## config.mk

```make
export PLATFORM = sky130hd
export DESIGN_NAME = bayes_posterior_update_argmax_top
export DESIGN_NICKNAME = d
export VERILOG_FILES = /design/src/sv/bpu_pkg.sv /design/src/sv/bpu_post_mem.sv /design/src/sv/bpu_div.sv /design/src/sv/bayes_posterior_update_argmax_top.sv
export SDC_FILE = /design/constraint.sdc
export NUM_CORES = 2
export LEC_CHECK = 0
export BUFFER_PORTS_ARGS = -buffer_cell sky130_fd_sc_hd__buf_2
export CORE_UTILIZATION = 40
export CTS_BUF_LIST = sky130_fd_sc_hd__clkbuf_4 sky130_fd_sc_hd__clkbuf_8
export DETAILED_ROUTE_END_ITERATION = 10
export REMOVE_ABC_BUFFERS = 1
export SYNTH_ARGS = -nofsm -noshare
export SYNTH_HDL_FRONTEND = slang
export SYNTH_HIERARCHICAL = 1
export SYNTH_SLANG_ARGS = --single-unit
```

## constraint.sdc

```tcl
create_clock -name clk -period 12.3 [get_ports clk]
set_clock_uncertainty 0.15 [all_clocks]
set_input_delay 0.615 -clock clk [delete_from_list [all_inputs] [get_ports clk]]
set_output_delay 0.615 -clock clk [all_outputs]
set_load 0.01 [all_outputs]
```

## src/sv/bpu_pkg.sv

```systemverilog
// ----------------------------------------------------------------------------
// bpu_pkg
// Shared constants, types and helpers for the posterior update block.
// ----------------------------------------------------------------------------
package bpu_pkg;

  localparam int ENTRIES       = 32;
  localparam int FRACTION_BITS = 24;

  localparam int AW     = $clog2(ENTRIES);       // memory address
  localparam int CW     = $clog2(ENTRIES + 1);   // element count, 0..ENTRIES
  localparam int WORD_W = 32;
  localparam int LIK_W  = 17;
  localparam int PW_W   = 16;
  localparam int IDX_W  = 6;
  localparam int PROB_W = 25;
  localparam int QW     = FRACTION_BITS + 1;     // quotient never exceeds 2^FRACTION_BITS
  localparam int DCW    = $clog2(FRACTION_BITS + 1);

  localparam logic [LIK_W-1:0]  LIK_ONE  = LIK_W'(65536);
  localparam logic [PROB_W-1:0] PROB_MAX = '1;

  // answer codes
  localparam logic [1:0] ANS_YES = 2'd0;
  localparam logic [1:0] ANS_NO  = 2'd1;

  // posterior memory write request
  typedef struct packed {
    logic              en;
    logic [AW-1:0]     addr;
    logic [WORD_W-1:0] data;
  } bpu_wr_t;

  function automatic logic [PROB_W-1:0] clip_prob(input logic [WORD_W-1:0] v);
    logic [PROB_W-1:0] r;
    if (v > WORD_W'(PROB_MAX)) begin
      r = PROB_MAX;
    end else begin
      r = v[PROB_W-1:0];
    end
    return r;
  endfunction

endpackage

```

## src/sv/bpu_post_mem.sv

```systemverilog
// ----------------------------------------------------------------------------
// bpu_post_mem
// Posterior store: one write port, one registered read port. Entries never
// written since reset read as zero.
// ----------------------------------------------------------------------------
module bpu_post_mem (
  input  logic                          clk,
  input  logic                          rst,
  input  bpu_pkg::bpu_wr_t              wr,
  input  logic                          rd_en,
  input  logic [bpu_pkg::AW-1:0]        rd_addr,
  output logic [bpu_pkg::WORD_W-1:0]    rd_data
);

  logic [bpu_pkg::WORD_W-1:0] mem [bpu_pkg::ENTRIES];
  logic [bpu_pkg::ENTRIES-1:0] vld;

  always_ff @(posedge clk) begin
    if (wr.en) begin
      mem[wr.addr] <= wr.data;
    end
    if (rd_en) begin
      rd_data <= vld[rd_addr] ? mem[rd_addr] : '0;
    end
  end

  always_ff @(posedge clk) begin
    if (rst) begin
      vld <= '0;
    end else if (wr.en) begin
      vld[wr.addr] <= 1'b1;
    end
  end

endmodule

```

## src/sv/bpu_div.sv

```systemverilog
// ----------------------------------------------------------------------------
// bpu_div
// Restoring divider, one quotient bit per cycle. Computes
// (dividend << FRACTION_BITS) / divisor for dividend <= divisor.
// ----------------------------------------------------------------------------
module bpu_div (
  input  logic                          clk,
  input  logic                          rst,
  input  logic                          start,
  input  logic [bpu_pkg::WORD_W-1:0]    dividend,
  input  logic [bpu_pkg::WORD_W-1:0]    divisor,
  output logic                          done,
  output logic [bpu_pkg::QW-1:0]        quotient
);

  logic                          busy;
  logic [bpu_pkg::DCW-1:0]       cnt;
  logic [bpu_pkg::WORD_W-1:0]    rem;
  logic [bpu_pkg::WORD_W-1:0]    dsr;
  logic [bpu_pkg::WORD_W:0]      r2;
  logic [bpu_pkg::WORD_W:0]      r2_sub;
  logic                          qbit;
  logic                          first;

  assign done = busy && (cnt == '0);

  always_comb begin
    r2     = {rem, 1'b0};
    r2_sub = r2 - {1'b0, dsr};
    qbit   = (r2 >= {1'b0, dsr});
    first  = (dividend >= divisor);
  end

  always_ff @(posedge clk) begin
    if (rst) begin
      busy <= 1'b0;
      cnt  <= '0;
    end else if (start) begin
      busy <= 1'b1;
      cnt  <= bpu_pkg::DCW'(bpu_pkg::FRACTION_BITS);
    end else if (busy) begin
      if (cnt == '0) begin
        busy <= 1'b0;
      end else begin
        cnt <= cnt - 1'b1;
      end
    end
  end

  always_ff @(posedge clk) begin
    if (start) begin
      rem      <= first ? (dividend - divisor) : dividend;
      dsr      <= divisor;
      quotient <= bpu_pkg::QW'(first);
    end else if (busy && (cnt != '0)) begin
      rem      <= qbit ? r2_sub[bpu_pkg::WORD_W-1:0] : r2[bpu_pkg::WORD_W-1:0];
      quotient <= {quotient[bpu_pkg::QW-2:0], qbit};
    end
  end

endmodule

```

## src/sv/bayes_posterior_update_argmax_top.sv

```systemverilog
// ----------------------------------------------------------------------------
// bayes_posterior_update_argmax_top
// Naive Bayes posterior update with argmax over a fixed-point vector.
// ----------------------------------------------------------------------------
//
//   channel | handshake           | payload
//   --------+---------------------+-------------------------------------------
//   in      | in_valid / in_stall | mode answer prior_weight likelihood_yes
//           |                     | likelihood_no last
//   out     | out_valid/out_stall | entry_index probability best_index
//           |                     | best_valid best_probability sum_was_zero
//           |                     | last_res
//
// Flow: an item takes a memory read, then a multiply (the write-back of the
// entry overlaps the next item's read). The item marked last adds a closing
// step; then, unless no entry was counted or the last item updates nothing,
// the normalize pass runs per entry: read, data back, divide, emit (no divide
// when the sum is zero).
// Reset: rst is synchronous; the posterior store reads as all zero after it.
// Stalls: out_stall holds the normalize pass at the emit step; in_stall is
// high whenever the block is not waiting for an item.
// ----------------------------------------------------------------------------
module bayes_posterior_update_argmax_top (
  input  logic                               clk,
  input  logic                               rst,
  // item input
  input  logic                               in_valid,
  output logic                               in_stall,
  input  logic                               mode,
  input  logic [1:0]                         answer,
  input  logic [bpu_pkg::PW_W-1:0]           prior_weight,
  input  logic [bpu_pkg::LIK_W-1:0]          likelihood_yes,
  input  logic [bpu_pkg::LIK_W-1:0]          likelihood_no,
  input  logic                               last,
  // result output
  output logic                               out_valid,
  input  logic                               out_stall,
  output logic [bpu_pkg::IDX_W-1:0]          entry_index,
  output logic [bpu_pkg::PROB_W-1:0]         probability,
  output logic [bpu_pkg::IDX_W-1:0]          best_index,
  output logic                               best_valid,
  output logic [bpu_pkg::PROB_W-1:0]         best_probability,
  output logic                               sum_was_zero,
  output logic                               last_res
);

  typedef enum logic [6:0] {
    S_IDLE = 7'b0000001,  // wait for item, read its entry
    S_MUL  = 7'b0000010,  // scale entry, queue write-back
    S_FIN  = 7'b0000100,  // close the run
    S_NRD  = 7'b0001000,  // normalize: read entry
    S_NDAT = 7'b0010000,  // entry data back, start divide if sum nonzero
    S_NDIV = 7'b0100000,  // wait for quotient
    S_NOUT = 7'b1000000   // emit result, write back
  } state_t;

  state_t state, state_next;

  // latched item
  logic                          it_mode;
  logic [1:0]                    it_answer;
  logic [bpu_pkg::PW_W-1:0]      it_pw;
  logic [bpu_pkg::LIK_W-1:0]     it_ly;
  logic [bpu_pkg::LIK_W-1:0]     it_ln;
  logic                          it_last;

  // run state
  logic [bpu_pkg::CW-1:0]        count;
  logic [bpu_pkg::WORD_W-1:0]    run_sum;
  logic                          pend;
  logic [bpu_pkg::AW-1:0]        pend_addr;
  logic [bpu_pkg::WORD_W-1:0]    pend_data;

  // normalize pass
  logic [bpu_pkg::CW-1:0]        n_run;
  logic [bpu_pkg::CW-1:0]        idx;
  logic [bpu_pkg::WORD_W-1:0]    norm_sum;
  logic                          zero_sum;
  logic [bpu_pkg::WORD_W-1:0]    ent_val;
  logic [bpu_pkg::WORD_W-1:0]    best_v;
  logic [bpu_pkg::AW-1:0]        best_i;
  logic                          found;

  // datapath wires
  bpu_pkg::bpu_wr_t              mem_wr;
  logic                          mem_re;
  logic [bpu_pkg::AW-1:0]        mem_raddr;
  logic [bpu_pkg::WORD_W-1:0]    mem_rdata;
  logic                          div_start;
  logic                          div_done;
  logic [bpu_pkg::QW-1:0]        div_q;

  logic                          in_acc;
  logic                          has_slot;
  logic [bpu_pkg::LIK_W-1:0]     lik;
  logic [bpu_pkg::LIK_W-1:0]     lik_sat;
  logic [bpu_pkg::WORD_W+bpu_pkg::LIK_W-1:0] prod;
  logic [bpu_pkg::WORD_W-1:0]    v_new;
  logic [bpu_pkg::WORD_W:0]      sum_wide;
  logic [bpu_pkg::WORD_W-1:0]    sum_commit;
  logic                          no_update;
  logic                          out_free;
  logic                          emit;
  logic                          fin_ent;
  logic                          take_best;
  logic [bpu_pkg::WORD_W-1:0]    best_v_upd;
  logic [bpu_pkg::AW-1:0]        best_i_upd;
  logic                          found_upd;

  bpu_post_mem u_mem (
    .clk     (clk),
    .rst     (rst),
    .wr      (mem_wr),
    .rd_en   (mem_re),
    .rd_addr (mem_raddr),
    .rd_data (mem_rdata)
  );

  bpu_div u_div (
    .clk      (clk),
    .rst      (rst),
    .start    (div_start),
    .dividend (mem_rdata),
    .divisor  (norm_sum),
    .done     (div_done),
    .quotient (div_q)
  );

  assign in_stall = (state != S_IDLE);
  assign in_acc   = in_valid && !in_stall;
  assign has_slot = (count < bpu_pkg::CW'(bpu_pkg::ENTRIES));
  assign no_update = it_mode && it_answer[1];

  // entry update: likelihood capped at one, product truncated by 16 bits
  always_comb begin
    lik     = (it_answer == bpu_pkg::ANS_YES) ? it_ly : it_ln;
    lik_sat = (lik > bpu_pkg::LIK_ONE) ? bpu_pkg::LIK_ONE : lik;
    prod    = mem_rdata * lik_sat;
    if (!it_mode) begin
      v_new = bpu_pkg::WORD_W'(it_pw);
    end else if (it_answer == bpu_pkg::ANS_YES || it_answer == bpu_pkg::ANS_NO) begin
      v_new = prod[bpu_pkg::WORD_W+15:16];
    end else begin
      v_new = mem_rdata;
    end
  end

  // saturating sum including the queued write-back
  always_comb begin
    sum_wide = {1'b0, run_sum} + {1'b0, pend_data};
    if (!pend) begin
      sum_commit = run_sum;
    end else if (sum_wide[bpu_pkg::WORD_W]) begin
      sum_commit = '1;
    end else begin
      sum_commit = sum_wide[bpu_pkg::WORD_W-1:0];
    end
  end

  // argmax including the entry being emitted; first maximum wins
  always_comb begin
    take_best  = (ent_val > best_v);
    best_v_upd = take_best ? ent_val : best_v;
    best_i_upd = take_best ? idx[bpu_pkg::AW-1:0] : best_i;
    found_upd  = found || take_best;
  end

  assign out_free = !(out_valid && out_stall);
  assign emit     = (state == S_NOUT) && out_free;
  assign fin_ent  = (bpu_pkg::CW'(idx + 1'b1) == n_run);
  assign div_start = (state == S_NDAT) && !zero_sum;

  // memory ports: item reads in IDLE, normalize reads in NRD
  always_comb begin
    mem_re    = 1'b0;
    mem_raddr = idx[bpu_pkg::AW-1:0];
    if (state == S_IDLE) begin
      mem_re    = in_acc && has_slot;
      mem_raddr = count[bpu_pkg::AW-1:0];
    end else if (state == S_NRD) begin
      mem_re = 1'b1;
    end
    if (pend) begin
      mem_wr.en   = 1'b1;
      mem_wr.addr = pend_addr;
      mem_wr.data = pend_data;
    end else begin
      mem_wr.en   = emit;
      mem_wr.addr = idx[bpu_pkg::AW-1:0];
      mem_wr.data = ent_val;
    end
  end

  always_comb begin
    state_next = state;
    unique case (state)
      S_IDLE: begin
        if (in_acc) begin
          state_next = S_MUL;
        end
      end
      S_MUL:  state_next = it_last ? S_FIN : S_IDLE;
      S_FIN: begin
        if (no_update || count == '0) begin
          state_next = S_IDLE;
        end else begin
          state_next = S_NRD;
        end
      end
      S_NRD:  state_next = S_NDAT;
      S_NDAT: state_next = zero_sum ? S_NOUT : S_NDIV;
      S_NDIV: begin
        if (div_done) begin
          state_next = S_NOUT;
        end
      end
      S_NOUT: begin
        if (emit) begin
          state_next = fin_ent ? S_IDLE : S_NRD;
        end
      end
      default: state_next = S_IDLE;
    endcase
  end

  // control state
  always_ff @(posedge clk) begin
    if (rst) begin
      state     <= S_IDLE;
      count     <= '0;
      run_sum   <= '0;
      pend      <= 1'b0;
      out_valid <= 1'b0;
      idx       <= '0;
      n_run     <= '0;
      zero_sum  <= 1'b0;
      found     <= 1'b0;
    end else begin
      state   <= state_next;
      pend    <= (state == S_MUL) && has_slot;
      run_sum <= (state == S_FIN) ? '0 : sum_commit;
      if (emit) begin
        out_valid <= 1'b1;
      end else if (out_valid && !out_stall) begin
        out_valid <= 1'b0;
      end
      unique case (state)
        S_MUL: begin
          if (has_slot) begin
            count <= count + 1'b1;
          end
        end
        S_FIN: begin
          n_run    <= count;
          count    <= '0;
          zero_sum <= (sum_commit == '0);
          idx      <= '0;
          found    <= 1'b0;
        end
        S_NOUT: begin
          if (emit) begin
            found     <= found_upd;
            idx       <= idx + 1'b1;
          end
        end
        default: begin
        end
      endcase
    end
  end

  // payload registers
  always_ff @(posedge clk) begin
    if (in_acc) begin
      it_mode   <= mode;
      it_answer <= answer;
      it_pw     <= prior_weight;
      it_ly     <= likelihood_yes;
      it_ln     <= likelihood_no;
      it_last   <= last;
    end
    if (state == S_MUL) begin
      pend_addr <= count[bpu_pkg::AW-1:0];
      pend_data <= v_new;
    end
    if (state == S_FIN) begin
      norm_sum <= sum_commit;
      best_v   <= '0;
      best_i   <= '0;
    end
    if (state == S_NDAT && zero_sum) begin
      ent_val <= mem_rdata;
    end
    if (state == S_NDIV && div_done) begin
      ent_val <= bpu_pkg::WORD_W'(div_q);
    end
    if (emit) begin
      best_v           <= best_v_upd;
      best_i           <= best_i_upd;
      entry_index      <= bpu_pkg::IDX_W'(idx);
      probability      <= bpu_pkg::clip_prob(ent_val);
      best_index       <= fin_ent ? bpu_pkg::IDX_W'(best_i_upd) : '0;
      best_valid       <= fin_ent && found_upd;
      best_probability <= fin_ent ? bpu_pkg::clip_prob(best_v_upd) : '0;
      sum_was_zero     <= zero_sum;
      last_res         <= fin_ent;
    end
  end

endmodule
```

# Yosys cells after proc, flatten, opt, wreduce, memory -nomap -nowiden
# Memory sizes are Yosys's and may differ from the RTL's. A register that Yosys moved wholly into a read port is not among the register bits.
# Index checks and enable logic that the tools add are counted.
[totals]
regBits = 445
ram_bits = 1024
inputBits = 58
out_inout_bits = 67
elab_cells = 168
memories = 1
[classes]
addsub = 6
n_mul = 1
order_cmp = 10
n_eq_ne = 15
mux = 53
bitwise = 2
reduce_logical = 41
[memory_table]
columns = ["name", "words", "word_bits", "rd", "rd_clocked_by_memory_dff", "wr", "line", "rtl"]
rows = [
  ["u_mem.mem", 32, 32, 1, 1, 1, "bpu_post_mem.sv:15", "logic [bpu_pkg::WORD_W-1:0] mem [bpu_pkg::ENTRIES];"],
]
[op_table]
columns = ["operator", "n"]
rows = [
  ["2-to-1 mux 32 bit", 10],
  ["2-to-1 mux 25 bit", 3],
  ["> comparator 32 x 25 -> 1 bit, second input constant", 2],
  ["subtractor 32 bit", 2],
  ["one-hot mux 7 bit (7 select lines)", 1],
  ["multiplier 32 x 17 -> 48 bit", 1],
  ["2-to-1 mux 38 bit", 1],
  ["2-to-1 mux 5 bit", 7],
  ["2-to-1 mux 17 bit", 2],
  ["adder 32 x 32 -> 33 bit", 1],
  ["greater-or-equal comparator 33 x 32 -> 1 bit", 1],
  ["greater-or-equal comparator 32 bit", 1],
  ["> comparator 32 bit", 1],
  ["zero test 32 bit", 1],
  ["OR 32 bit", 1],
  ["2-to-1 mux 7 bit", 4],
  ["one-hot mux 6 bit (2 select lines)", 2],
  ["> comparator 17 bit, second input constant", 1],
  ["2-to-1 mux 16 bit", 1],
  ["logical AND 1 bit", 14],
  ["2-to-1 mux 1 bit", 14],
  ["nonzero test 2 bit", 7],
  ["adder 6 x 1 -> 6 bit, second input constant", 2],
  ["< comparator 5 x 6 -> 1 bit, second input constant", 2],
  ["other kinds (30)", 46],
]

# Logic depth before layout (Yosys ltp)
[logic_depth]
depth_word = 9
depth_mapped = 33

# By module
# The synthesis kept the hierarchy.
[modules_own_cells]
columns = ["mod", "instances", "cells_per_inst", "area_each_um2", "seq_area_each_um2"]
rows = [
  ["bpu_post_mem", 1, 2122, 41810.1, 32351.0],
  ["bayes_posterior_update_argmax_top", 1, 3388, 32334.8, 8838.5],
  ["bpu_div", 1, 926, 7696.1, 2552.4],
]

# Least setup slack after synthesis
# OpenSTA, ideal clock, no wires.
[synth_timing]
path_type = "flip-flop to flip-flop"
from = "register it_answer[1]"
to = "register pend_data[31] (netlist bit) (data pin)"
t_arrival_ps = 7980
t_required_ps = 11889
path_slack_ps = 3909
path_stages_with_launch = 32
cell_sequence = "edfxtp_1 -> clkbuf_1 -> or2_2 -> clkbuf_1 -> nand2_1 -> nand2_1 -> o21a_1 -> clkbuf_1 -> a21oi_1 -> clkbuf_1 -> nand2_1 -> fa_1 -> inv_1 -> fa_1 -> fa_1 -> fa_1 -> fa_1 -> inv_1 -> fa_1 -> inv_1 -> ha_1 -> a21o_1 -> a211o_1 -> nor3_1 -> o22ai_1 -> a311oi_1 -> nor2_1 -> a311oi_2 -> o21ai_0 -> a211o_1 -> a31oi_1 -> o22ai_1"
[synth_between]
elab_chain_cells = 6
word_cells_on_any_way = 8
cone_classes = "1 x mul; 1 x order compare; 1 x eq/ne; 3 x mux; 2 x reduce/logical"
[synth_lines]
columns = ["item", "line", "rtl"]
rows = [
  ["from (decl)", "bayes_posterior_update_argmax_top.sv:61", "logic [1:0] it_answer;"],
  ["from (signal assigned)", "bayes_posterior_update_argmax_top.sv:276", "it_answer <= answer;"],
  ["zero test 2 bit", "bayes_posterior_update_argmax_top.sv:136, bayes_posterior_update_argmax_top.sv:141", ""],
  ["2-to-1 mux 17 bit", "bayes_posterior_update_argmax_top.sv:136", "lik = (it_answer == bpu_pkg::ANS_YES) ? it_ly : it_ln;"],
  ["> comparator 17 bit", "bayes_posterior_update_argmax_top.sv:137", "lik_sat = (lik > bpu_pkg::LIK_ONE) ? bpu_pkg::LIK_ONE : lik;"],
  ["2-to-1 mux 17 bit", "bayes_posterior_update_argmax_top.sv:137", ""],
  ["multiplier 32 x 17 -> 48 bit", "bayes_posterior_update_argmax_top.sv:138", "prod = mem_rdata * lik_sat;"],
  ["2-to-1 mux 32 bit (*)", "bayes_posterior_update_argmax_top.sv:141", "end else if (it_answer == bpu_pkg::ANS_YES || it_answer == bpu_pkg::ANS_NO) begin"],
  ["to (signal assigned)", "bayes_posterior_update_argmax_top.sv:284", "pend_data <= v_new;"],
  ["to (decl)", "bayes_posterior_update_argmax_top.sv:72", "logic [bpu_pkg::WORD_W-1:0] pend_data;"],
]
# Mark *: on every way between the ends. The rest lies on a longest branch, timed or not.
# A chain may end at the register's enable or synchronous reset.

# Final worst setup path
# Same ends and word-level chain as after synthesis.

==> out/qor.txt <==
Share of cells above drive strength 1 -> 0.1401
Crit path largest cell delay -> 0.75 ns
Sequential element share of the synthesized area -> 0.5345
Tightest Hold Check Type -> input port to flop
Hold Path Depth -> 2
Die footprint -> 206400 um2
DR pass1 iterations -> 9
Iter 0 DRT Violations -> 4376
Avg Cell Area, Syn -> 12.72 um2
Async set-or-reset flop fraction in the synthesized netlist -> 0
Initial Utilization -> 0.4037
Chip height -> 454.3 um
Post-synth EDFFs -> 1370
Vias in the first global route -> 53900
Post-route DRC -> 2
Leak -> 34.13 nW
CP arrival -> 10.82 ns
Violated checks -> DRC
WL/cell -> 24.24 um
Largest net degree at the start of global routing -> 113
Finished Layout Cells -> 9518
Placed insts -> 9011
Clock latency on the worst-skew pair -> 1.01 ns
Worst slew margin -> 0.1377
Crit path capture type -> flop
Clock Sink Count -> 1500
Hold Buf Count CTS -> 57
Final period util -> 0.8333
CP most frequent cell -> fa_1
Area Growth Syn to Fin -> 11.46%
Global-route wire length before repair -> 342.3 mm
Initial antenna violation count -> 4
Maximum clock rate -> 97.57 MHz
Final nets -> 7394
# IOs -> 125
Root buf cell -> clkbuf_8
H-tree level count -> 4
Synth unique cells -> 100
Status -> complete, but fails checks
Post-route cell area -> 91220 um2
Crit Path Max Fanout -> 34
Post-cts resize count -> 0
CTS tree -> done
Fin crit period -> 10.25 ns
Fin Setup TNS -> 0 ns
Die Wd -> 454.3 um
DP Area -> 85540 um2
Power per Cell Area -> 186.0 nW/um2
Final core utilization -> 0.4500
Total core area -> 202700 um2
Final Hold Fails -> 0
FILL cells -> 18350
IO Port Bufs -> 123
Endpoints failing setup -> 0
R2R depth -> 30
Postcts setup bufs -> 0
DRT Wirelength -> 230.7 mm
CP Class -> flop to flop
Synthesized flop and latch total -> 1500
CP Launch Type -> flop
Via-to-Cell Ratio -> 5.541
Gr usage total -> 0.2227
YS warnings -> 6
CP max-delay cell -> o21a_1
Top_reg_cell synth -> edfxtp_1
Hold slack final -> 0.2015 ns
Gr ovfl total -> 0
Clock buffer count from CTS -> 239
Via Count -> 52740
Post-synthesis instance area -> 81840 um2
Post-DRT Antenna Nets -> 0
RSZ-0062 raised after global routing -> no
Max Cap Viol -> 0
Clk buf depth -> 3
Row count -> 165
Worst slew pin tran -> 1.268 ns
Worst EP required -> 12.87 ns
Worst VDD drop -> 0.0003300 V
Mapped Cells -> 6436
Post-DP HPWL -> 145.4 mm
Clk slew on worst S/H paths -> 0.07 ns
Slew Limit Fails -> 0
Routability cong. -> 0.9014
-- worst max-delay path: cells and delay by family, from the launching register on --
family / cells / cell delay (ns)
AO/OA/AOI/OAI: 11 / 3.48
adder cells (fa/ha/maj): 7 / 3.46
AND/OR/NAND/NOR: 6 / 1.64
buffers and inverters: 6 / 0.88
flip-flops: 1 / 0.40
-- worst paths after layout --
check                                  start            end  slack (ns)
worst max-delay path            it_answer[1]  pend_data[31]        2.05
worst min-delay path                    last        it_last        0.20
worst min register to register   norm_sum[2]   u_div/dsr[2]        0.30
worst max register to register  it_answer[1]  pend_data[31]        2.05
-- synthesized netlist by cell type, types with 21 or more instances --
cell type | count | share of area
xor2_1 | 40 | 0.0043
dfxtp_1 | 130 | 0.032
nand3_1 | 66 | 0.0040
buf_1 | 26 | 0.0012
nor2b_1 | 36 | 0.0028
a31oi_1 | 45 | 0.0034
mux2_2 | 44 | 0.0061
ha_1 | 250 | 0.038
buf_6 | 25 | 0.0034
o211ai_1 | 21 | 0.0019
edfxtp_1 | 1370 | 0.50
a211oi_1 | 26 | 0.0024
nor2_1 | 343 | 0.016
and2_1 | 244 | 0.019
fa_1 | 449 | 0.11
a21oi_1 | 271 | 0.017
inv_1 | 680 | 0.031
o21ai_0 | 171 | 0.010
a221oi_1 | 133 | 0.014
mux2i_1 | 322 | 0.039
mux4_2 | 133 | 0.037
and3_1 | 47 | 0.0036
a21o_1 | 78 | 0.0072
nand4_1 | 29 | 0.0022
or2_2 | 36 | 0.0028
buf_2 | 29 | 0.0018
a22oi_1 | 37 | 0.0034
nor3_1 | 65 | 0.0040
nand2_1 | 663 | 0.030
clkbuf_1 | 241 | 0.011
nand2b_1 | 24 | 0.0018
xnor2_1 | 81 | 0.0087
-- state kept, by name, summed over array words and instances (netlist names), 6 cells and up --
| register | flops |
|---|---|
| u_div/rem | 32 |
| u_div/quotient | 25 |
| ent_val | 32 |
| probability | 25 |
| it_ln | 17 |
| it_ly | 17 |
| n_run | 6 |
| u_div/dsr | 32 |
| best_v | 32 |
| it_pw | 16 |
| norm_sum | 32 |
| idx | 6 |
| u_mem/mem | 1024 |
| pend_data | 32 |
| u_mem/rd_data | 32 |
| count | 6 |
| run_sum | 32 |
| u_mem/vld | 32 |
| state | 7 |
| best_probability | 25 |
| entry_index | 6 |
-- metal layers --
metal / track usage / part of all wire
met3: 0.03037 / 0.060
met4: 0.08260 / 0.035
met1: 0.2971 / 0.42
met2: 0.3696 / 0.48
met5: 0 / 0
-- kinds of logic after synthesis --
family / synth area share
adder cells (fa/ha/maj): 0.1481
AND/OR/NAND/NOR: 0.09327
buffers and inverters: 0.05125
other: 0.00004582
multiplexers: 0.08254
XOR/XNOR: 0.01295
flip-flops: 0.5345
AO/OA/AOI/OAI: 0.07742
-- area by class of cell --
cell class	count	area, um2	area share
antenna	6	15.01	0.0001646
clock inverter	110	980.9	0.01075
inverter	682	2560	0.02806
sequential	1500	43750	0.4795
clock buffer	334	4115	0.04511
timing repair buffer	304	2142	0.02348
tap	2672	3343	0.03665
multi-input combinational	3910	34320	0.3762
-- report_power, final --
group	internal, mW	switching, mW	total (mW)
Sequential	5.60	0.0335	5.63
Combinational	2.77	4.07	6.83
Clock	2.44	2.06	4.50
-- placed cells by master (no fill, tap or decap), types with 57 or more instances in the layout --
cell,synthesis,layout
o21ai_0,171,167
clkbuf_8,0,257
a21o_1,78,78
buf_2,29,123
xnor2_1,81,81
a221oi_1,133,133
dfxtp_1,130,129
nand2_1,663,663
dlygate4sd3_1,0,57
nand3_1,66,66
edfxtp_1,1370,1370
nor3_1,65,65
clkbuf_4,1,77
inv_1,680,677
buf_4,15,122
mux2i_1,322,321
mux4_2,133,133
fa_1,449,449
ha_1,250,250
nor2_1,343,309
a21oi_1,271,255
and2_1,244,243
-- stage by stage --
step / worst slack (ns) / power [mW]
floorplan: -35.95 / 10.88
global placement: 2.059 / 12.49
finish: 2.051 / 16.97
CTS: 1.957 / 17.09
detailed placement: 2.014 / 12.53
global route: 1.466 / 18.15
No activity file was read; power rests on OpenSTA's default activity.
